File: src/rtl/core/telnet_rf_pkg.sv
package telnet_rf_pkg;

	localparam logic [7:0] IAC      = 8'd255;
	localparam logic [7:0] DONT     = 8'd254;
	localparam logic [7:0] DO       = 8'd253;
	localparam logic [7:0] WONT     = 8'd252;
	localparam logic [7:0] WILL     = 8'd251;
	localparam logic [7:0] OPT_ECHO = 8'd1;

	localparam logic KIND_DATA  = 1'b0;
	localparam logic KIND_REPLY = 1'b1;

endpackage

File: src/rtl/core/telnet_option_receive_filter.sv
// Telnet receive filter: takes one received byte per request on the rx channel and gives
// at most one result per byte on the res channel, either a data byte for the application
// (out_kind 0) or a negotiation reply for the peer (out_kind 1, reply_cmd/reply_opt).
// IAC IAC gives data 255, IAC with an unknown byte passes that byte as data, and IAC with
// DO/DONT/WILL/WONT takes the next byte as the option; ECHO is negotiated against
// logged_in, other options are refused. A byte can be taken every cycle unless rx_stall is
// up: each byte passes an input register and then a result register before its result is
// offered, and rx_stall rises only while the input register is full and a waiting
// result is held by res_stall. Bytes that give no result are consumed without a res request.
module telnet_option_receive_filter (
	input  logic                clk,
	input  logic                arst_n,
	input  logic                rx_valid,
	output logic                rx_stall,
	input  logic [7:0]          rx_byte,
	input  logic                logged_in,
	output logic                res_valid,
	input  logic                res_stall,
	output logic                out_kind,
	output logic [7:0]          data_byte,
	output logic [7:0]          reply_cmd,
	output logic [7:0]          reply_opt
);
	import telnet_rf_pkg::*;

	typedef enum logic [1:0] {
		PH_DATA = 2'd0,
		PH_IAC  = 2'd1,
		PH_OPT  = 2'd2
	} phase_t;

	phase_t     phase_q, phase_d;
	logic [7:0] cmd_q, cmd_d;
	logic       echo_neg_q, echo_neg_d;
	logic       echo_req_q, echo_req_d;

	logic       valid_s1;
	logic [7:0] byte_s1;
	logic       login_s1;

	logic       res_valid_q;
	logic       kind_q;
	logic [7:0] data_q, rcmd_q, ropt_q;

	logic       emit;
	logic       kind_d;
	logic [7:0] data_d, rcmd_d, ropt_d;
	logic       out_free;

	assign out_free  = !res_valid_q || !res_stall;
	assign rx_stall  = valid_s1 && !out_free;
	assign res_valid = res_valid_q;
	assign out_kind  = kind_q;
	assign data_byte = data_q;
	assign reply_cmd = rcmd_q;
	assign reply_opt = ropt_q;

	always_comb begin
		phase_d    = PH_DATA;
		cmd_d      = cmd_q;
		echo_neg_d = echo_neg_q;
		echo_req_d = echo_req_q;
		emit       = 1'b0;
		kind_d     = KIND_DATA;
		data_d     = 8'd0;
		rcmd_d     = 8'd0;
		ropt_d     = 8'd0;
		unique case (phase_q)
			PH_IAC: begin
				if (byte_s1 == IAC) begin
					emit   = 1'b1;
					data_d = IAC;
				end else if (byte_s1 inside {DO, DONT, WILL, WONT}) begin
					cmd_d   = byte_s1;
					phase_d = PH_OPT;
				end else begin
					emit   = 1'b1;
					data_d = byte_s1;
				end
			end
			PH_OPT: begin
				ropt_d = byte_s1;
				kind_d = KIND_REPLY;
				if (byte_s1 == OPT_ECHO) begin
					case (cmd_q)
						DO: begin
							if (echo_neg_q != login_s1) begin
								echo_neg_d = login_s1;
								emit       = 1'b1;
								rcmd_d     = login_s1 ? WILL : WONT;
							end
							echo_req_d = 1'b1;
						end
						DONT: begin
							if (echo_neg_q) begin
								echo_neg_d = 1'b0;
								emit       = echo_req_q;
								rcmd_d     = WONT;
							end
							echo_req_d = 1'b0;
						end
						WILL: begin
							emit   = 1'b1;
							rcmd_d = DONT;
						end
						default: ;
					endcase
				end else begin
					case (cmd_q)
						WILL: begin
							emit   = 1'b1;
							rcmd_d = DONT;
						end
						DO: begin
							emit   = 1'b1;
							rcmd_d = WONT;
						end
						default: ;
					endcase
				end
			end
			default: begin
				if (byte_s1 == IAC) begin
					phase_d = PH_IAC;
				end else begin
					emit   = 1'b1;
					data_d = byte_s1;
				end
			end
		endcase
	end

	always_ff @(posedge clk or negedge arst_n) begin
		if (!arst_n) begin
			phase_q     <= PH_DATA;
			cmd_q       <= 8'd0;
			echo_neg_q  <= 1'b0;
			echo_req_q  <= 1'b0;
			valid_s1    <= 1'b0;
			byte_s1     <= 8'd0;
			login_s1    <= 1'b0;
			res_valid_q <= 1'b0;
			kind_q      <= KIND_DATA;
			data_q      <= 8'd0;
			rcmd_q      <= 8'd0;
			ropt_q      <= 8'd0;
		end else begin
			if (!rx_stall) begin
				valid_s1 <= rx_valid;
				if (rx_valid) begin
					byte_s1  <= rx_byte;
					login_s1 <= logged_in;
				end
			end
			if (out_free) begin
				res_valid_q <= valid_s1 && emit;
				if (valid_s1) begin
					phase_q    <= phase_d;
					cmd_q      <= cmd_d;
					echo_neg_q <= echo_neg_d;
					echo_req_q <= echo_req_d;
					if (emit) begin
						kind_q <= kind_d;
						data_q <= data_d;
						rcmd_q <= rcmd_d;
						ropt_q <= ropt_d;
					end
				end
			end
		end
	end

endmodule

File: config.mk
export PLATFORM = sky130hd
export DESIGN_NAME = telnet_option_receive_filter
export DESIGN_NICKNAME = d
export VERILOG_FILES = /design/src/rtl/core/telnet_rf_pkg.sv /design/src/rtl/core/telnet_option_receive_filter.sv
export SDC_FILE = /design/constraint.sdc
export NUM_CORES = 1
export LEC_CHECK = 0
export BUFFER_PORTS_ARGS = -buffer_cell sky130_fd_sc_hd__buf_2
export CAP_MARGIN = 20
export CORE_UTILIZATION = 54
export CTS_CLUSTER_SIZE = 40
export DETAILED_ROUTE_END_ITERATION = 10
export GPL_TIMING_DRIVEN = 0
export MAX_ROUTING_LAYER = met4
export PLACE_DENSITY = 0.88
export SETUP_SLACK_MARGIN = 0.2
export SKIP_LAST_GASP = 1
export SLEW_MARGIN = 20
export SYNTH_ARGS = -nofsm -noshare
export SYNTH_HDL_FRONTEND = slang
export SYNTH_SLANG_ARGS = --single-unit
File: constraint.sdc
create_clock -name clk -period 2.7 [get_ports clk]
set_input_delay 0.54 -clock clk [delete_from_list [all_inputs] [get_ports clk]]
set_output_delay 0.54 -clock clk [all_outputs]
set_load 0.1 [all_outputs]
# Word-level counts from Yosys, hierarchy flattened
# Index checks and enable logic that the tools add are counted.
[totals] reg_bits=48 output_inout_bits=27 word_cells=71
[classes] mux=29 reduce_logical=15 eq_ne=13 bitwise=2
[ops] operator="$eq A8 B8 Y1 const B" n=8
[ops] operator="$mux W8" n=8
[ops] operator="$pmux W8 S2" n=2
[ops] operator="$pmux W8 S3" n=1
[ops] operator="$mux W1" n=10
[ops] operator="$reduce_and A5 Y1" n=2
[ops] operator="$eq A8 B1 Y1 const B" n=1
[ops] operator="$pmux W1 S2" n=3
[ops] operator="$reduce_and A6 Y1" n=1
[ops] operator="$mux W2" n=2
[ops] operator="$pmux W2 S2" n=1
[ops] operator="$reduce_and A2 Y1" n=2
[ops] operator="$reduce_bool A4 Y1" n=1
[ops] operator="$logic_not A1 Y1" n=3
[ops] operator="$mux W3" n=1
[ops] operator="$pmux W1 S3" n=1
[ops] operator="$reduce_and A3 Y1" n=1
[ops] operator="$eq A2 B1 Y1 const B" n=1
[ops] operator="$eq A2 B2 Y1 const B" n=1
[ops] operator="$logic_and A1 B1 Y1" n=2
[ops] operator="$ne A2 B2 Y1 const B" n=1
[ops] operator="$not A1 Y1" n=2
[ops] operator="$reduce_bool A2 Y1" n=1
[ops] operator="$reduce_or A2 Y1" n=1
[ops] operator="2 further kinds" n=2

# Longest topological paths before layout
# Gate-level depths: netlist of the first run.
[depth] ltp_word=6 depth_mapped=8

# Least setup slack after synthesis of the first run
# OpenSTA, ideal clock, no wires.
[synth_path] path_type="register to output" start="reg res_valid_q, in the netlist res_valid" end="out rx_stall" required_time_ns=2.160 arrival_time_ns=1.807 slack_ns=0.353 n_path_buf=0 stages_incl_launch_ff=3 path_cell_list="dfrtp_1 -> nand3_1 -> inv_1"
[synth_via] elab_chain_len=4
[synth_rtl] element="start: declaration" line_no="telnet_option_receive_filter.sv:41" source="logic res_valid_q;"
[synth_rtl] element="start signal: assignment" line_no="telnet_option_receive_filter.sv:156" source="res_valid_q <= valid_s1 && emit;"
[synth_rtl] element="$logic_not A1 Y1" line_no="telnet_option_receive_filter.sv:50" source="assign out_free = !res_valid_q || !res_stall;"
[synth_rtl] element="$logic_or A1 B1 Y1" line_no="telnet_option_receive_filter.sv:50"
[synth_rtl] element="$logic_not A1 Y1" line_no="telnet_option_receive_filter.sv:51" source="assign rx_stall = valid_s1 && !out_free;"
[synth_rtl] element="$logic_and A1 B1 Y1" line_no="telnet_option_receive_filter.sv:51"
[synth_rtl] element="end: declaration" line_no="telnet_option_receive_filter.sv:14" source="output logic rx_stall,"
# No other way between the ends.

# Final worst setup path of the first run
[layout_path] start="reg phase_q[0]" end="reg rcmd_q[6], in the netlist reply_cmd[6]"
[layout_via] elab_chain_len=3
[layout_rtl] element="start: declaration" line_no="telnet_option_receive_filter.sv:32" source="phase_t phase_q, phase_d;"
[layout_rtl] element="start signal: assignment" line_no="telnet_option_receive_filter.sv:158" source="phase_q <= phase_d;"
[layout_rtl] element="$eq A2 B2 Y1 or $eq A2 B1 Y1 (tied branches)" line_no="telnet_option_receive_filter.sv:68" source="unique case (phase_q)"
[layout_rtl] element="$pmux W1 S2" line_no="telnet_option_receive_filter.sv:68"
[layout_rtl] element="$reduce_and A3 Y1 (no line)"
[layout_rtl] element="end signal: assignment" line_no="telnet_option_receive_filter.sv:165" source="rcmd_q <= rcmd_d;"
[layout_rtl] element="end: declaration" line_no="telnet_option_receive_filter.sv:43" source="logic [7:0] data_q, rcmd_q, ropt_q;"
# Several ways; a longest one is shown, not always the timed one.
# A chain may end at the register's enable or synchronous reset.

==> summary.md, run 1 <==
| Metric | Value |
|---|---|
| Ys Warns | `0` |
| DIE WIDTH | `64.43 µm` |
| Final antenna-violating net count | `0` |
| Crit path kind | `flop to flop` |
| Die Ht | `64.43 µm` |
| Worst-path clk slew | `80 ps` |
| Vias per cell | `5.484` |
| Critical Path Sink Type | `flop` |
| Layout cells sized above 1 | `32.37%` |
| CTS sink count | `44` |
| Cts hold-fix bufs | `0` |
| Routability cong. | `0.8285` |
| Status | `finished, final reports clean` |
| Asr flop ratio synth | `100.0%` |
| Worst Path Arrival | `2480 ps` |
| Switching Fraction | `34.91%` |
| Post-route DRC violation count | `0` |
| Biggest cell delay along the critical path | `380 ps` |
| Routed wire per std cell | `14.02 µm` |
| Count of cell types in the netlist | `41` |
| Fmax | `0.4344 GHz` |
| Sum Neg Setup Slack | `0 ps` |
| Reg2Reg Depth | `8` |
| Clk root buf | `clkbuf_8` |
| Synth area leaders | `dfrtp_1 (52%), mux2_2 (7.5%), inv_1 (4.5%), mux2i_1 (4.3%), o21ai_0 (2.9%)` |
| Max transition margin | `37.05%` |
| Critical path buffer and inverter count | `2` |
| Top cell family by delay on the critical path | `simple AND/OR/NAND/NOR gates` |
| Post-route clock skew | `5.846 ps` |
| Most common cell after layout, fill and taps aside | `dfrtp_1` |
| Clock Power Share | `30.8%` |
| Most common cell on crit path | `and4_1` |
| Row count | `22` |
| Final hold vios | `0` |
| P_sw | `0.0006070 W` |
| Worst path depth | `8` |
| Total CTS buffers | `5` |
| Via count | `1,585` |
| # diodes | `0` |
| Post-cts sizing count | `0` |
| Fin. max-slew vios | `0` |
| Synth Instances | `194` |
| Postcts setup bufs | `0` |
| Highest-count cells in the layout ignoring fill and taps | `dfrtp_1 (44), buf_2 (40), inv_1 (25)` |
| GR Overflow Total | `0` |
| Core area | `3689 µm²` |
| Final net count | `257` |
| Syn_nets | `211` |
| CTS tree | `built` |
| Slowest-stage cell, CP | `dfrtp_1` |
| Starting Density | `57.06%` |
| Buffers on Ports | `39` |
| Mapped Area | `2105 µm²` |
| P_int | `0.001132 W` |
| Number of flops mapped to enable cells by yosys | `0` |
| Slew @ Worst Pin | `944.2 ps` |
| Peak VDD IR | `0.0005482 V` |
| Seq pwr share | `44.1%` |
| Pwr/cell area | `698.7 nW/µm²` |
| Sequential area share after synthesis | `52.32%` |
| Tcrit/Tclk final | `85.27%` |
| Full die area | `4151 µm²` |
| FF+latch count, synth | `44` |
| Fin crit period | `2302 ps` |
| Main flop type after synthesis | `dfrtp_1` |
| Max Cap Viol | `0` |
| I/O pins | `40` |
| Final setup fails | `0` |
| CP startpoint kind | `flop` |
| First-pass iteration count of the detailed router | `4` |
| CTS max path bufs | `2` |
| Routed WL | `4.052 mm` |
| First-pass GRT wire length | `6.789 mm` |
| Detailed Route Iter0 Violations | `99` |
| Largest net degree at the start of global routing | `45` |
| Area Growth Syn to Fin | `18.25%` |
| Post-synth top area cell | `dfrtp_1` |
| HP Class | `input port to async pin` |
| Post-Syn Area per Cell | `10.85 µm²` |
| Top cell type's share of synthesized area | `52.32%` |
| H-tree depth | `2` |
| Gr usage total | `22.11%` |
| Leakage | `1.259 nW` |
| Initial antenna violation count | `0` |
| DP Wirelength | `2.989 mm` |
| Final hold slack | `391.5 ps` |
| Crit path max fanout | `10` |
| Combinational share of power | `25.1%` |
| RSZ-0062 raised after global routing | `no` |
| CP required | `2880 ps` |
| CP cell instances | `inv_1 > ha_1 > and4_1 > and4_1 > nor2_2 > o21a_4 > buf_8 > mux2_4` |
| Number of global-route vias before repair | `1,530` |
| Later-pin clock latency in the skew report | `290 ps` |
==> synthesized netlist by cell type, types with 2 or more instances <==
| cell | number |
|---|---|
| and2_1 | 3 |
| nand2_1 | 16 |
| ha_1 | 4 |
| and3_1 | 2 |
| nand2b_1 | 3 |
| mux2i_1 | 9 |
| o21ai_0 | 12 |
| a21o_1 | 2 |
| nor4b_1 | 2 |
| buf_4 | 4 |
| dfrtp_1 | 44 |
| or2_2 | 5 |
| and4_1 | 3 |
| nor4_1 | 2 |
| nor2b_1 | 2 |
| mux2_4 | 2 |
| mux2_2 | 14 |
| nor2_1 | 4 |
| nand3_1 | 11 |
| o2111ai_1 | 2 |
| a21oi_1 | 4 |
| inv_1 | 25 |
==> metrics by stage <==
step | area (µm²) | instances | utilization (%) | total power, W | worst slack (ps)
after floorplan | 2105 | 194 | - | 0.001120 | 353.0
after global placement | 2360 | 281 | 63.98 | 0.001206 | 289.2
after detailed placement | 2360 | 281 | 63.98 | 0.001216 | 246.7
after CTS | 2486 | 289 | 67.40 | 0.001749 | 220.2
after global routing | 2489 | 289 | 67.47 | 0.001797 | 281.1
final | 2489 | 289 | 67.47 | 0.001739 | 397.7
==> final cells by class <==
cell class,count,area [µm²]
inverter,25,93.84
buffer,8,65.06
clock buffer,7,96.34
multi-input combinational,117,847.1
clock inverter,1,30.03
sequential,44,1101
tap,48,60.06
fill,298,1200
timing repair buffer,39,195.2
==> worst reg2reg max path, cell delays in order, from the launching register on <==
cell     delay (ps)
dfrtp_1         380
inv_1            50
ha_1            310
and4_1          200
and4_1          220
nor2_2          330
o21a_4          230
buf_8           160
mux2_4          300
==> power groups by stage <==
stage | combinational, W | clock [W] | sequential, W
global placement | 0.000431 | 0 | 0.000775
finish | 0.000437 | 0.000535 | 0.000766
floorplan | 0.000118 | 0 | 0.00100
CTS | 0.000439 | 0.000545 | 0.000765
global route | 0.000461 | 0.000563 | 0.000773
detailed placement | 0.000437 | 0 | 0.000779
==> registers in the layout, indices dropped and copies added, names as in the netlist <==
name / cells
reply_cmd: 4
byte_s1: 8
cmd_q: 8
phase_q: 2
data_byte: 8
echo_req_q: 1
reply_opt: 8
login_s1: 1
out_kind: 1
res_valid: 1
echo_neg_q: 1
valid_s1: 1
==> cell families after synthesis <==
family | after synthesis | synth area share [%]
and+or+nand+nor | 61 | 16.35
DFF | 44 | 52.32
buffers and inverters | 33 | 7.550
AOI/OAI and AO/OA | 27 | 8.205
muxes | 25 | 13.20
adders and majority gates | 4 | 2.378
==> layer usage <==
metal	vias to the layer above	share of wire, %	GRT usage, %
met5	-	0	-
met4	0	1.2	7.222
met3	8	5.6	4.049
met2	49	49	35.79
met1	771	44	28.27
li1	757	-	-
==> final timing paths <==
path                                               start                  endpoint  slack, ps
worst max-delay path              phase_q[0]$_DFFE_PN0P_  reply_cmd[6]$_DFFE_PN0P_        400
worst min-delay path                              arst_n      cmd_q[4]$_DFFE_PN0P_        390
worst max register to register    phase_q[0]$_DFFE_PN0P_  reply_cmd[6]$_DFFE_PN0P_        400
worst min register to register  reply_opt[4]$_DFFE_PN0P_  reply_opt[4]$_DFFE_PN0P_        520
max in group asynchronous                         arst_n  reply_cmd[1]$_DFFE_PN0P_       1730
min in group clk                                rx_valid      valid_s1$_DFFE_PN0N_        450
Power figures use the tool's default switching activity.
==> inputs of run 2 (changes only) <==
CORE_UTILIZATION = 55   (was 54)
CTS_BUF_LIST = sky130_fd_sc_hd__clkbuf_4 sky130_fd_sc_hd__clkbuf_8   (was not set)
PLACE_DENSITY = 0.89   (was 0.88)
==> summary.md, run 2 (same netlist as run 1, synthesis figures left out) <==
| Metric | Value |
|---|---|
| Post-route DRC violation count | `0` |
| GR Overflow Total | `0` |
| Slowest-stage cell, CP | `dfrtp_1` |
| Slew @ Worst Pin | `963.6 ps` |
| Crit path max fanout | `10` |
| Clk root buf | `clkbuf_8` |
| CTS sink count | `44` |
| Most common cell on crit path | `and4_1` |
| Final Cell Area | `2474 µm²` |
| Final non-filler cell total | `289` |
| Pwr/cell area | `686.4 nW/µm²` |
| Later-pin clock latency in the skew report | `300 ps` |
| Multi-input gate area | `847.1 µm²` |
| Critical path buffer and inverter count | `2` |
| Fin crit period | `2275 ps` |
| Final antenna-violating net count | `0` |
| CTS tree | `built` |
| Fin. max-slew vios | `0` |
| Core area | `3661 µm²` |
| Final net count | `257` |
| RSZ-0062 raised after global routing | `no` |
| Die Ht | `63.86 µm` |
| # diodes | `0` |
| H-tree depth | `2` |
| Area of placed instances | `2360 µm²` |
| DIE WIDTH | `63.86 µm` |
| CP cell instances | `inv_1 > ha_1 > and4_1 > and4_1 > nor2_2 > o21a_4 > buf_8 > mux2_4` |
| Post-route clock skew | `5.126 ps` |
| Area Growth Syn to Fin | `17.54%` |
| Crit path kind | `flop to flop` |
| Routed wire per std cell | `14.28 µm` |
| Detailed Route Iter0 Violations | `68` |
| Number of global-route vias before repair | `1,530` |
| Sum Neg Setup Slack | `0 ps` |
| Fmax | `0.4396 GHz` |
| Most common cell after layout, fill and taps aside | `dfrtp_1` |
| Post-layout util | `67.57%` |
| Status | `finished, final reports clean` |
| # fillers | `303` |
| Layout cells sized above 1 | `32.37%` |
| CP required | `2890 ps` |
| Final setup fails | `0` |
| Worst-path clk slew | `80 ps` |
| First-pass GRT wire length | `7.272 mm` |
| Peak VDD IR | `0.0005329 V` |
| Full die area | `4077 µm²` |
| Cts hold-fix bufs | `0` |
| Starting Density | `57.48%` |
| I/O pins | `40` |
| Critical Path Sink Type | `flop` |
| DP Wirelength | `2.917 mm` |
| Max transition margin | `35.76%` |
| CP startpoint kind | `flop` |
| HP Class | `input port to async pin` |
| Routed WL | `4.127 mm` |
| Worst Path Arrival | `2460 ps` |
| Final hold slack | `392.4 ps` |
| CTS max path bufs | `2` |
| Max Cap Viol | `0` |
| Highest-count cells in the layout ignoring fill and taps | `dfrtp_1 (44), buf_2 (40), inv_1 (25)` |
| Post-Place Cells | `281` |
| Top cell family by delay on the critical path | `simple AND/OR/NAND/NOR gates` |
| Biggest cell delay along the critical path | `370 ps` |
| Buffers on Ports | `39` |
| Largest net degree at the start of global routing | `45` |
| Sequential Area | `1101 µm²` |
| Gr usage total | `24.11%` |
| Total CTS buffers | `5` |
| First-pass iteration count of the detailed router | `4` |
| Tcrit/Tclk final | `84.24%` |
| Vias per cell | `5.370` |
| Initial antenna violation count | `0` |
| Postcts setup bufs | `0` |
| Row count | `22` |
| Leakage | `1.248 nW` |
| Routability cong. | `0.9007` |
| Final hold vios | `0` |
| Via count | `1,552` |
-- run 2: area by class of cell --
| class | count | share of cell area [%] |
|---|---|---|
| Timing Repair Buffer | 39 | 7.891 |
| Multi-Input combinational cell | 117 | 34.24 |
| Clock inverter | 3 | 1.720 |
| Inverter | 25 | 3.794 |
| Tap cell | 48 | 2.428 |
| Sequential cell | 44 | 44.51 |
| Buffer | 8 | 2.630 |
| Clock buffer | 5 | 2.782 |
-- run 2: worst paths after layout --
path	start	end	slack, ps	depth (start not counted)
min in group clk	rx_valid	valid_s1$_DFFE_PN0N_	450	2
max reg2reg	phase_q[0]$_DFFE_PN0P_	reply_cmd[2]$_DFFE_PN0P_	430	8
min reg2reg	reply_cmd[1]$_DFFE_PN0P_	reply_cmd[1]$_DFFE_PN0P_	510	1
min	arst_n	reply_cmd[2]$_DFFE_PN0P_	390	1
max	phase_q[0]$_DFFE_PN0P_	reply_cmd[2]$_DFFE_PN0P_	430	8
max in group asynchronous	arst_n	phase_q[1]$_DFFE_PN0P_	1720	1
-- run 2: repair_timing --
item | in CTS | in global routing
hold endpoints to repair | 0 | 0
gates resized for setup | 0 | 1
setup endpoints to repair | 0 | 13
-- run 2: metal layers --
| layer | global-route usage [%] | wire (µm) | part of all wire (%) | up-vias |
|---|---|---|---|---|
| li1 | - | - | - | 749 |
| met1 | 32.26 | 1951 | 47 | 757 |
| met2 | 37.50 | 1919 | 46 | 41 |
| met3 | 5.357 | 209 | 5.1 | 5 |
| met4 | 5.966 | 46 | 1.1 | 0 |
| met5 | - | 0 | 0 | - |
-- run 2: power by group --
| part | switching [W] | internal [W] |
|---|---|---|
| sequential | 0.0000535 | 0.000712 |
| combinational | 0.000340 | 0.0000928 |
| clock | 0.000226 | 0.000274 |
-- run 2: per-stage QoR --
step	worst slack, ps	power [W]
detailed placement	230.8	0.001211
global placement	266.3	0.001207
CTS	221.3	0.001707
floorplan	353.0	0.001120
finish	425.4	0.001698
global route	291.2	0.001766
